<file path="config.mk">
export PLATFORM = sky130hd
export DESIGN_NAME = pwm_period_duty_capture
export DESIGN_NICKNAME = d
export VERILOG_FILES = /design/src/design/pdc_pkg.sv /design/src/design/pdc_front.sv /design/src/design/pdc_queue.sv /design/src/design/pdc_back.sv /design/src/design/pwm_period_duty_capture.sv
export SDC_FILE = /design/constraint.sdc
export NUM_CORES = 1
export LEC_CHECK = 0
export BUFFER_PORTS_ARGS = -buffer_cell sky130_fd_sc_hd__clkbuf_2
export CAP_MARGIN = 10
export CORE_MARGIN = 5
export CORE_UTILIZATION = 45
export CTS_CLUSTER_DIAMETER = 120
export CTS_CLUSTER_SIZE = 8
export DETAILED_ROUTE_END_ITERATION = 8
export SYNTH_ARGS = -nofsm -noshare
export SYNTH_HDL_FRONTEND = slang
export SYNTH_HIERARCHICAL = 1
export SYNTH_SLANG_ARGS = --single-unit
</file>
<file path="constraint.sdc">
create_clock -name clk -period 11 [get_ports clk]
set_input_delay 1.1 -clock clk [delete_from_list [all_inputs] [get_ports clk]]
set_output_delay 1.1 -clock clk [all_outputs]
set_load 0.005 [all_outputs]
</file>
<file path="src/design/pdc_pkg.sv">
package pdc_pkg;

  // Default width of the capture counter.
  localparam int COUNT_BITS_DEF = 16;

  // Capture channels. The channel field is fixed at two bits, so all four
  // channel numbers are real channels.
  localparam int CHANNELS  = 4;
  localparam int CHAN_BITS = 2;

  // Configuration register indexes.
  localparam int CFG_IDX_BITS = 2;
  localparam logic [CFG_IDX_BITS-1:0] REG_RELOAD = 2'd0;
  localparam logic [CFG_IDX_BITS-1:0] REG_ENABLE = 2'd1;

  // Depth of the job queue between the event front end and the math stage.
  localparam int QUEUE_DEPTH = 2;

endpackage

</file>
<file path="src/design/pdc_front.sv">
module pdc_front #(
  parameter int COUNT_BITS = pdc_pkg::COUNT_BITS_DEF
) (
  input  logic                               clk,
  input  logic                               rst,
  input  logic                               accept,
  input  logic [pdc_pkg::CHAN_BITS-1:0]      channel,
  input  logic                               pin_level,
  input  logic [COUNT_BITS-1:0]              capture_count,
  input  logic [pdc_pkg::CHANNELS-1:0]       channel_enable,
  output logic                               push,
  output logic [pdc_pkg::CHAN_BITS+3*COUNT_BITS-1:0] job
);

  localparam logic [1:0] PH_WAIT_RISE = 2'd0;
  localparam logic [1:0] PH_WAIT_FALL = 2'd1;
  localparam logic [1:0] PH_WAIT_NEXT = 2'd2;

  logic [1:0]            phase      [pdc_pkg::CHANNELS];
  logic [COUNT_BITS-1:0] rise_count [pdc_pkg::CHANNELS];
  logic [COUNT_BITS-1:0] fall_count [pdc_pkg::CHANNELS];

  logic [1:0] phase_cur;
  logic       live;
  logic       take_rise;
  logic       take_fall;
  logic       finish;

  assign phase_cur = phase[channel];
  assign live      = accept && channel_enable[channel];

  always_comb begin
    take_rise = 1'b0;
    take_fall = 1'b0;
    finish    = 1'b0;
    unique case (phase_cur)
      PH_WAIT_RISE: take_rise = live && pin_level;
      PH_WAIT_FALL: take_fall = live && !pin_level;
      default:      finish    = live && pin_level;
    endcase
  end

  always_ff @(posedge clk) begin
    if (rst) begin
      for (int c = 0; c < pdc_pkg::CHANNELS; c++) begin
        phase[c] <= PH_WAIT_RISE;
      end
    end else if (take_rise) begin
      phase[channel] <= PH_WAIT_FALL;
    end else if (take_fall) begin
      phase[channel] <= PH_WAIT_NEXT;
    end else if (finish) begin
      phase[channel] <= PH_WAIT_RISE;
    end
  end

  always_ff @(posedge clk) begin
    if (take_rise) begin
      rise_count[channel] <= capture_count;
    end
    if (take_fall) begin
      fall_count[channel] <= capture_count;
    end
  end

  // The completing edge carries its own count plus the two stored counts.
  assign push = finish;
  assign job  = {channel, capture_count, rise_count[channel], fall_count[channel]};

endmodule

</file>
<file path="src/design/pdc_queue.sv">
module pdc_queue #(
  parameter int WIDTH = 8,
  parameter int DEPTH = pdc_pkg::QUEUE_DEPTH
) (
  input  logic             clk,
  input  logic             rst,
  input  logic             push,
  input  logic [WIDTH-1:0] push_data,
  output logic             full,
  input  logic             pop,
  output logic             not_empty,
  output logic [WIDTH-1:0] pop_data
);

  localparam int PTR_BITS = (DEPTH > 1) ? $clog2(DEPTH) : 1;
  localparam int CNT_BITS = $clog2(DEPTH + 1);
  localparam logic [PTR_BITS-1:0] LAST_PTR = PTR_BITS'(DEPTH - 1);
  localparam logic [CNT_BITS-1:0] FULL_CNT = CNT_BITS'(DEPTH);

  logic [WIDTH-1:0]    slots [DEPTH];
  logic [PTR_BITS-1:0] wr_ptr;
  logic [PTR_BITS-1:0] rd_ptr;
  logic [CNT_BITS-1:0] count;

  assign full      = (count == FULL_CNT);
  assign not_empty = (count != '0);
  assign pop_data  = slots[rd_ptr];

  always_ff @(posedge clk) begin
    if (rst) begin
      wr_ptr <= '0;
      rd_ptr <= '0;
      count  <= '0;
    end else begin
      if (push) begin
        wr_ptr <= (wr_ptr == LAST_PTR) ? '0 : wr_ptr + 1'b1;
      end
      if (pop) begin
        rd_ptr <= (rd_ptr == LAST_PTR) ? '0 : rd_ptr + 1'b1;
      end
      if (push && !pop) begin
        count <= count + 1'b1;
      end else if (pop && !push) begin
        count <= count - 1'b1;
      end
    end
  end

  always_ff @(posedge clk) begin
    if (push) begin
      slots[wr_ptr] <= push_data;
    end
  end

  a_count_bound: assert property (@(posedge clk) disable iff (rst) count <= FULL_CNT)
    else $error("queue count above depth");

  a_no_pop_empty: assert property (@(posedge clk) disable iff (rst) pop |-> not_empty)
    else $error("pop from empty queue");

  a_push_grows: assert property (@(posedge clk) disable iff (rst)
    (push && !pop) |=> count == $past(count) + 1'b1)
    else $error("push without pop did not grow the queue");

endmodule

</file>
<file path="src/design/pdc_back.sv">
module pdc_back #(
  parameter int COUNT_BITS = pdc_pkg::COUNT_BITS_DEF
) (
  input  logic                                       clk,
  input  logic                                       rst,
  input  logic                                       job_valid,
  input  logic [pdc_pkg::CHAN_BITS+3*COUNT_BITS-1:0] job,
  output logic                                       job_pop,
  input  logic [COUNT_BITS-1:0]                      reload_value,
  output logic                                       result_valid,
  input  logic                                       result_stall,
  output logic [pdc_pkg::CHAN_BITS-1:0]              result_channel,
  output logic [COUNT_BITS:0]                        period_ticks,
  output logic [COUNT_BITS-1:0]                      high_ticks
);

  logic [pdc_pkg::CHAN_BITS-1:0] job_ch;
  logic [COUNT_BITS-1:0]         now_cnt;
  logic [COUNT_BITS-1:0]         rise_cnt;
  logic [COUNT_BITS-1:0]         fall_cnt;
  logic [COUNT_BITS:0]           wrap;
  logic [COUNT_BITS:0]           now_adj;
  logic [COUNT_BITS-1:0]         fall_adj;
  logic [COUNT_BITS:0]           period_next;
  logic [COUNT_BITS-1:0]         high_next;

  assign {job_ch, now_cnt, rise_cnt, fall_cnt} = job;

  // A closing count not past the rise count, or a fall count below it, means the counter wrapped once.
  always_comb begin
    wrap        = {1'b0, reload_value} + 1'b1;
    now_adj     = (now_cnt <= rise_cnt) ? {1'b0, now_cnt} + wrap : {1'b0, now_cnt};
    period_next = now_adj - {1'b0, rise_cnt};
    fall_adj    = (fall_cnt < rise_cnt) ? fall_cnt + wrap[COUNT_BITS-1:0] : fall_cnt;
    high_next   = fall_adj - rise_cnt;
  end

  assign job_pop = job_valid && (!result_valid || !result_stall);

  always_ff @(posedge clk) begin
    if (rst) begin
      result_valid <= 1'b0;
    end else if (!result_valid || !result_stall) begin
      result_valid <= job_valid;
    end
  end

  always_ff @(posedge clk) begin
    if (job_pop) begin
      result_channel <= job_ch;
      period_ticks   <= period_next;
      high_ticks     <= high_next;
    end
  end

  a_result_held: assert property (@(posedge clk) disable iff (rst)
    (result_valid && result_stall) |=>
      (result_valid && $stable({result_channel, period_ticks, high_ticks})))
    else $error("stalled result beat changed");

endmodule

</file>
<file path="src/design/pwm_period_duty_capture.sv">
// PWM input capture: each accepted event beat names a channel, the pin level
// just after the edge and the counter value latched at that edge. An enabled
// channel stores the count of a rising edge, then the count of the following
// falling edge, and on the next rising edge emits one result beat with the
// rise-to-rise period and the rise-to-fall high time; edges that do not fit
// the current phase, and events on disabled channels, are dropped. When the
// closing count is not past the rise count, or the fall count is below it,
// the counter is taken to have wrapped once and reload_value + 1 is added.
// Results are exact modulo the field widths (period COUNT_BITS+1 bits, high
// time COUNT_BITS bits). The block takes one event beat per clock while
// event_stall is low: the front end updates the per-channel phase and stored
// counts in the cycle the beat is accepted, and a completing edge is handed
// through a two-entry queue to the math stage, which registers the result
// beat in its output register. event_stall rises only when the queue is full,
// which happens only after the result side has stalled. Configuration writes
// are always ready and must be issued only while no events are in flight.
module pwm_period_duty_capture #(
  parameter int COUNT_BITS = pdc_pkg::COUNT_BITS_DEF
) (
  input  logic                                 clk,
  input  logic                                 rst,
  // Configuration write channel.
  input  logic                                 cfg_valid,
  output logic                                 cfg_ready,
  input  logic [pdc_pkg::CFG_IDX_BITS-1:0]     cfg_index,
  input  logic [COUNT_BITS-1:0]                cfg_data,
  // Capture event channel.
  input  logic                                 event_valid,
  output logic                                 event_stall,
  input  logic [pdc_pkg::CHAN_BITS-1:0]        channel,
  input  logic                                 pin_level,
  input  logic [COUNT_BITS-1:0]                capture_count,
  // Measurement result channel.
  output logic                                 result_valid,
  input  logic                                 result_stall,
  output logic [pdc_pkg::CHAN_BITS-1:0]        result_channel,
  output logic [COUNT_BITS:0]                  period_ticks,
  output logic [COUNT_BITS-1:0]                high_ticks
);

  localparam int JOB_BITS = pdc_pkg::CHAN_BITS + 3 * COUNT_BITS;

  logic [COUNT_BITS-1:0]        reload_value;
  logic [pdc_pkg::CHANNELS-1:0] channel_enable;

  logic                event_accept;
  logic                q_push;
  logic [JOB_BITS-1:0] q_push_data;
  logic                q_full;
  logic                q_pop;
  logic                q_not_empty;
  logic [JOB_BITS-1:0] q_pop_data;

  // Configuration registers. Writes are taken in any cycle; an index that
  // names no register is simply dropped.
  assign cfg_ready = 1'b1;

  always_ff @(posedge clk) begin
    if (rst) begin
      reload_value   <= '0;
      channel_enable <= '0;
    end else if (cfg_valid && cfg_ready) begin
      case (cfg_index)
        pdc_pkg::REG_RELOAD: reload_value   <= cfg_data;
        pdc_pkg::REG_ENABLE: channel_enable <= cfg_data[pdc_pkg::CHANNELS-1:0];
        default: ;
      endcase
    end
  end

  // The event side stalls on every beat while the queue is full, completing edge or not.
  assign event_stall  = q_full;
  assign event_accept = event_valid && !event_stall;

  pdc_front #(
    .COUNT_BITS(COUNT_BITS)
  ) u_front (
    .clk           (clk),
    .rst           (rst),
    .accept        (event_accept),
    .channel       (channel),
    .pin_level     (pin_level),
    .capture_count (capture_count),
    .channel_enable(channel_enable),
    .push          (q_push),
    .job           (q_push_data)
  );

  pdc_queue #(
    .WIDTH(JOB_BITS),
    .DEPTH(pdc_pkg::QUEUE_DEPTH)
  ) u_queue (
    .clk      (clk),
    .rst      (rst),
    .push     (q_push),
    .push_data(q_push_data),
    .full     (q_full),
    .pop      (q_pop),
    .not_empty(q_not_empty),
    .pop_data (q_pop_data)
  );

  pdc_back #(
    .COUNT_BITS(COUNT_BITS)
  ) u_back (
    .clk           (clk),
    .rst           (rst),
    .job_valid     (q_not_empty),
    .job           (q_pop_data),
    .job_pop       (q_pop),
    .reload_value  (reload_value),
    .result_valid  (result_valid),
    .result_stall  (result_stall),
    .result_channel(result_channel),
    .period_ticks  (period_ticks),
    .high_ticks    (high_ticks)
  );

endmodule

</file>
==> results.cfg, run 1 <==
[routing]
drc = 0
vias = 8952
drtIter0Drc = 529
wl_um = 31800
postRouteAntennaNets = 0
drtPass1Iterations = 5
wl_per_cell_um = 19.22
vias_per_cell = 5.409

[floorplan]
core_mm2 = 0.03362
ios = 80
fp.dieH_um = 194.8
rows = 67
chipWidth_um = 194.8
dieArea_mm2 = 0.03794
initial_core_util_pct = 45.70

[place]
io_buffers = 78
gp_congestion = 0.8540
dp_hpwl_um = 22760
pre_cts_slack_ns = 5.068

[grt]
grt_overflow = 0
grt_max_degree = 51
grt_pass1_vias = 9171
grt_pass1_wl_um = 50410
track_usage_pct = 16.63
antenna_found_initial = 0

[pwr]
irDropWorstVdd_mv = 0.1391
power_density_mw_per_mm2 = 240.2
p_leak_nw = 6.398

[clocking]
cts_resized = 0
clkSinkCount = 297
cts_tree = yes
postCtsSetupBuffers = 0
cts_max_path_buffers = 3
insertion_delay_ns = 0.53
cts.clk_slew.worst_paths_ns = 0.05
cts_buffers = 43
clock-root-buffer = clkbuf_16
htree_levels = 2
ctsHoldBuffers = 0

[synthesis]
ys.warnings.count = 6
synth_nets = 1242
async_flop_share_pct = 0
synth.distinct_cells = 77
ys_ff_latch = 297
ys_seq_area_share_pct = 56.36
syn_area_mm2 = 0.01536
synth_flop_cell = edfxtp_1
synth_edf_count = 271
syn_inst = 1097
syn_area_per_cell_um2 = 14.01

[setup_path]
arrival_ns = 6.19
crit_required_ns = 11.27
startpoint_type = register
worst-path-max-fanout = 50
endpoint_kind = register
criticalPathCategory = reg -> reg

[final_layout]
fillCellCount = 2841
nNetsFinal = 1333
num_antenna_cells = 0
syn2layout_area_growth_pct = 13.02
postLayoutCoreUtil_pct = 51.65
regArea_mm2 = 0.008660
multiInputGateArea_mm2 = 0.006290
mostFrequentLayoutCell = edfxtp_1
layout-drive-gt1-share_pct = 23.20
final_cell_mix = 271 x edfxtp_1, 99 x ha_1, 78 x clkbuf_2

[sta]
fin_crit_ns = 5.915
hold_ws_ns = 0.4945
max_clock_freq_ghz = 0.1691
tightestPinTransition_ns = 0.8346
setup_violations = 0
grt_setup_unrepaired = no
finalWorstSetupSlack_ns = 5.085
fin_crit_sh_pct = 53.78
tns_ns = 0
slew_headroom_pct = 44.36
drv_slew = 0
skew_ns = 0.02015
hold_viol = 0

[status]
status = complete, no violations

[hold_path]
hold_path.class = reg -> reg

[run]
cap_violations = 0
[routing by layer]
metal  vias to the layer above  track usage, %  routed length, um
li1                       4347               -                  -
met1                      4366           23.94              15140
met2                       189           26.41              14580
met3                        50           2.701               1365
met4                         0           4.603                719
met5                         -               0                  0
[cells in the mapped netlist, types with 29 or more instances]
cell	n	area, um^2
a21o_1	29	217.7
a21oi_1	62	310.3
edfxtp_1	271	8138
ha_1	99	1239
inv_1	35	131.4
mux2_2	53	596.8
mux4_2	35	788.3
nand2_1	30	112.6
nand2b_1	49	306.5
nor2_1	51	191.4
xnor2_1	49	429.2
[sequential cells by signal (all words and copies together) (netlist names), 4 cells and up, named ones only]
register / count
reload_value: 16
channel_enable: 4
u_queue/slots: 100
u_front/rise_count: 64
u_front/phase: 8
u_front/fall_count: 64
u_back/high_ticks: 16
u_back/period_ticks: 17
[path summary, 6_finish.rpt]
kind / cells past startpoint / end / slack (ns) / start
setup / recovery: 22 / u_back/high_ticks[14] / 5.08 / register
hold / removal: 2 / reload_value[1] / 0.49 / reload_value[1]
setup reg to reg: 22 / u_back/high_ticks[14] / 5.08 / register
hold reg to reg: 2 / reload_value[1] / 0.49 / reload_value[1]
[stage by stage]
step / area, um^2 / power (W) / cells
2_1_floorplan: 15360 / 0.002649 / 1097
3_3_place_gp: 16150 / 0.003026 / 1590
3_5_place_dp: 16150 / 0.003026 / 1590
4_1_cts: 17350 / 0.004215 / 1654
5_1_grt: 17360 / 0.004459 / 1655
6_report: 17360 / 0.004171 / 1655
[logic make-up (layout without fill, tap and decap cells)]
logic type,after synthesis,count (layout),synth area share [%]
and+or+nand+nor,236,236,8.828
AOI/OAI and AO/OA,190,190,8.250
xor gates and xnor gates,72,72,4.105
DFF,297,297,56.36
muxes,114,114,10.74
adders and majority gates,103,103,8.584
other,1,1,0.02441
buffers and inverters,84,194,3.111
[report_power, final]
group          switching (W)  internal (W)  total (W)  leakage, nW
clock network       0.000449      0.000715    0.00116        0.578
registers          0.0000254       0.00141    0.00144         2.67
logic               0.000886      0.000685    0.00157         3.15
[cell type report]
class | instances | share of cell area [%]
flip-flops and latches | 297 | 49.87
well taps | 448 | 3.228
repair buffers | 95 | 3.026
inverters | 35 | 0.7566
multi-input cells | 716 | 36.22
clock buffers | 60 | 6.564
clock inverters | 4 | 0.3315
[worst max-delay path, stage by stage (launching register included)]
cell and delay, ns:
dfxtp_2 0.30, buf_4 0.53, mux2_2 0.42, inv_1 0.16, ha_1 0.28, a211oi_1 0.23
a21oi_1 0.13, a2111oi_0 0.58, o31ai_1 0.21, o22ai_4 0.17, buf_4 0.35, mux2i_1 0.23
ha_1 0.19, inv_1 0.06, fa_1 0.40, a21o_1 0.18, a21oi_1 0.21, nor2b_1 0.10
o211ai_1 0.25, a31oi_1 0.17, a21o_1 0.20, a21oi_1 0.16, xnor2_1 0.08
No activity file was read; power rests on OpenSTA's default activity.
==> run 2, diff against run 1 <==
--- a/config.mk
+++ b/config.mk
@@ -5,6 +5,7 @@
 export SDC_FILE = /design/constraint.sdc
 export NUM_CORES = 1
 export LEC_CHECK = 0
+export ABC_AREA = 1
 export BUFFER_PORTS_ARGS = -buffer_cell sky130_fd_sc_hd__clkbuf_2
 export CAP_MARGIN = 10
 export CORE_MARGIN = 5
==> constraint.sdc (replaced) <==
create_clock -name clk -period 5.2 [get_ports clk]
set_input_delay 0.52 -clock clk [delete_from_list [all_inputs] [get_ports clk]]
set_output_delay 0.52 -clock clk [all_outputs]
set_load 0.005 [all_outputs]
==> run 2 against run 1 <==
Net effect:
- via count increased by 18%
- maximum frequency increased by 25%
- utilization decreased by 0.69 points
- non-clock buffer count decreased by 8
- synthesized cell count increased by 35%
- power increased by 93%
- routed wire length increased by 14%
- sequential cell count unchanged
- critical endpoint is now u_back/period_ticks[16]
==> results.cfg, run 2 <==
[synthesis]
synth.top_cell.area_share_pct = 51.30
synthSimpleGateAreaFrac_pct = 15.17
synthXorXnorAreaFrac_pct = 3.589
synth_compound_area_share_pct = 7.792
synth_fa_ha_area_share_pct = 8.313
synth_top_family_by_area = simple AND/OR/NAND/NOR gates
syn_inst = 1476
synth_edf_count = 271
synth_mux_area_share_pct = 4.732
synth_area_leaders = edfxtp_1 51%, ha_1 7.8%, nand2_1 7.5%
synth_nets = 1621
synth_common_cells = 315 x nand2_1, 271 x edfxtp_1, 133 x inv_1, 99 x ha_1, 97 x nand3_1
syn_area_mm2 = 0.01586
synth_flop_cell = edfxtp_1
ys.warnings.count = 6
syn_area_per_cell_um2 = 10.75
ys_ff_latch = 297
synth.largest_area_cell = edfxtp_1
async_flop_share_pct = 0
yosysMostFrequentCell = nand2_1
synth.distinct_cells = 51
ys_seq_area_share_pct = 54.58

[sta]
fin_crit_sh_pct = 91.12
tightestPinTransition_ns = 0.9728
drv_slew = 0
finalWorstSetupSlack_ns = 0.4620
tns_ns = 0
setup_violations = 0
hold_viol = 0
grt_setup_unrepaired = no
skew_ns = 0.02083
max_clock_freq_ghz = 0.2111
fin_crit_ns = 4.738
slew_headroom_pct = 35.08

[final_layout]
largest_reg_flops = 100
layout-drive-gt1-share_pct = 14.56
fillCellCount = 3121
multiInputGateArea_mm2 = 0.006317
mostFrequentLayoutCell = nand2_1
nNetsFinal = 1701
reg.largest.list = u_queue/slots x100, u_front/fall_count x64, u_front/rise_count x64
stdcell_count = 2021
syn2layout_area_growth_pct = 11.52
regArea_mm2 = 0.008660
num_antenna_cells = 0
final_cell_mix = 315 x nand2_1, 271 x edfxtp_1, 132 x inv_1
top_register = u_queue/slots

[setup_path]
endpoint_kind = register
crit_required_ns = 5.49
worst-path-max-fanout = 27
arrival_ns = 5.02
startpoint_type = register
criticalPathCategory = reg -> reg

[clocking]
cts_buffers = 43
postCtsSetupBuffers = 0
cts.clk_slew.worst_paths_ns = 0.05
ctsHoldBuffers = 0
cts_resized = 0
cts_tree = yes
cts_max_path_buffers = 3
insertion_delay_ns = 0.54
clock-root-buffer = clkbuf_16
clkSinkCount = 297
htree_levels = 2

[grt]
grt_overflow = 0
grt_pass1_wl_um = 56810
grt_max_degree = 38
grt_pass1_vias = 10370
track_usage_pct = 18.51
antenna_found_initial = 0

[routing]
drtIter0Drc = 711
postRouteAntennaNets = 0
wl_um = 36320
wl_met1_um = 17340
vias_per_cell = 5.221
highest_layer = met4
wl_met2_um = 16380
wl_per_cell_um = 17.97
drc = 0
met3_length_um = 1633
drtPass1Iterations = 5
vias = 10550

[pwr]
irDropWorstVdd_mv = 0.3008
power_density_mw_per_mm2 = 456.1
p_leak_nw = 7.414

[status]
status = complete, no violations

[place]
io_buffers = 78
dp_cells = 1966
dp_hpwl_um = 27220
pre_cts_slack_ns = 0.4873
gp_congestion = 0.9309

[floorplan]
core_mm2 = 0.03471
chipWidth_um = 197.8
fp.dieH_um = 197.8
rows = 68
ios = 80
initial_core_util_pct = 45.70
dieArea_mm2 = 0.03911

[hold_path]
hold_path.class = in -> reg

[run]
cap_violations = 0
-- run 2: cell types whose count changed in the layout (fill, tap and decap cells not counted), moves of 20 or more --
cell      delta
inv_1       +97
o21ai_0     +20
mux2_4      +50
mux2i_1     -22
a21o_1      -22
xnor2_1     -21
mux2_2      -53
a22oi_1     +46
nand3_1     +80
mux4_2      -35
nand2_1    +285
a21oi_1     +20
nand2b_1    -48
nor2_1      +38
-- run 2: final timing paths --
kind / cells after the start / start / slack [ns] / end
worst max-delay path: 25 / register / 0.46 / u_back/period_ticks[16]
worst max register to register: 25 / register / 0.46 / u_back/period_ticks[16]
worst min register to register: 2 / u_back/result_valid / 0.50 / u_back/result_valid
worst min-delay path: 3 / cfg_data[2] / 0.23 / channel_enable[2]
-- run 2: kinds of logic after synthesis --
group                      Yosys count
buffers and inverters              192
xor gates and xnor gates            65
AOI/OAI and AO/OA                  208
and+or+nand+nor                    560
other                                1
adders and majority gates          103
DFF                                297
muxes                               50
-- run 2: metal layers --
layer / vias up / GRT usage (%)
met3: 49 / 3.046
met5: - / 0
met2: 215 / 29.36
met1: 5016 / 26.35
li1: 5272 / -
met4: 0 / 5.560
-- run 2: report_power, final --
part	internal [W]	leakage [nW]	total [W]	switching, W
sequential	0.00294	2.68	0.00301	0.0000706
clock	0.00148	0.559	0.00241	0.000929
combinational	0.00103	4.17	0.00265	0.00162
total	0.00545	7.41	0.00807	0.00262
-- run 2: stage by stage --
step | hold WS (ns) | util [%] | area, um^2 | power [W]
floorplan | 0.4553 | - | 15860 | 0.004983
global placement | 0.4864 | 47.66 | 16540 | 0.005676
detailed placement | 0.4977 | 47.66 | 16540 | 0.005708
CTS | 0.2213 | 50.97 | 17690 | 0.008157
global route | 0.2487 | 50.97 | 17690 | 0.008591
finish | 0.2338 | 50.97 | 17690 | 0.008069
-- run 2: layout make-up --
| cell class | count | share of cell area [%] |
|---|---|---|
| multi-input cells | 987 | 35.71 |
| clock buffers | 52 | 6.273 |
| flip-flops and latches | 297 | 48.95 |
| well taps | 455 | 3.218 |
| repair buffers | 87 | 2.659 |
| inverters | 140 | 2.984 |
| clock inverters | 3 | 0.2122 |
-- run 2: critical path, cell delays in order (launching register included) --
cell	delay, ns
dfxtp_2	0.55
buf_12	0.28
mux2_4	0.32
inv_1	0.23
ha_1	0.19
nand2_1	0.04
inv_1	0.06
nand3_1	0.12
nor3_2	0.19
o21ai_1	0.12
nand2_1	0.08
nand2_2	0.12
inv_2	0.31
o21ai_0	0.23
ha_1	0.23
inv_1	0.08
fa_1	0.21
nand3_1	0.10
a31oi_1	0.30
nor2_1	0.13
o21ai_2	0.22
nand3_1	0.10
nand2_1	0.09
inv_1	0.04
nand2_1	0.05
nand2_1	0.06
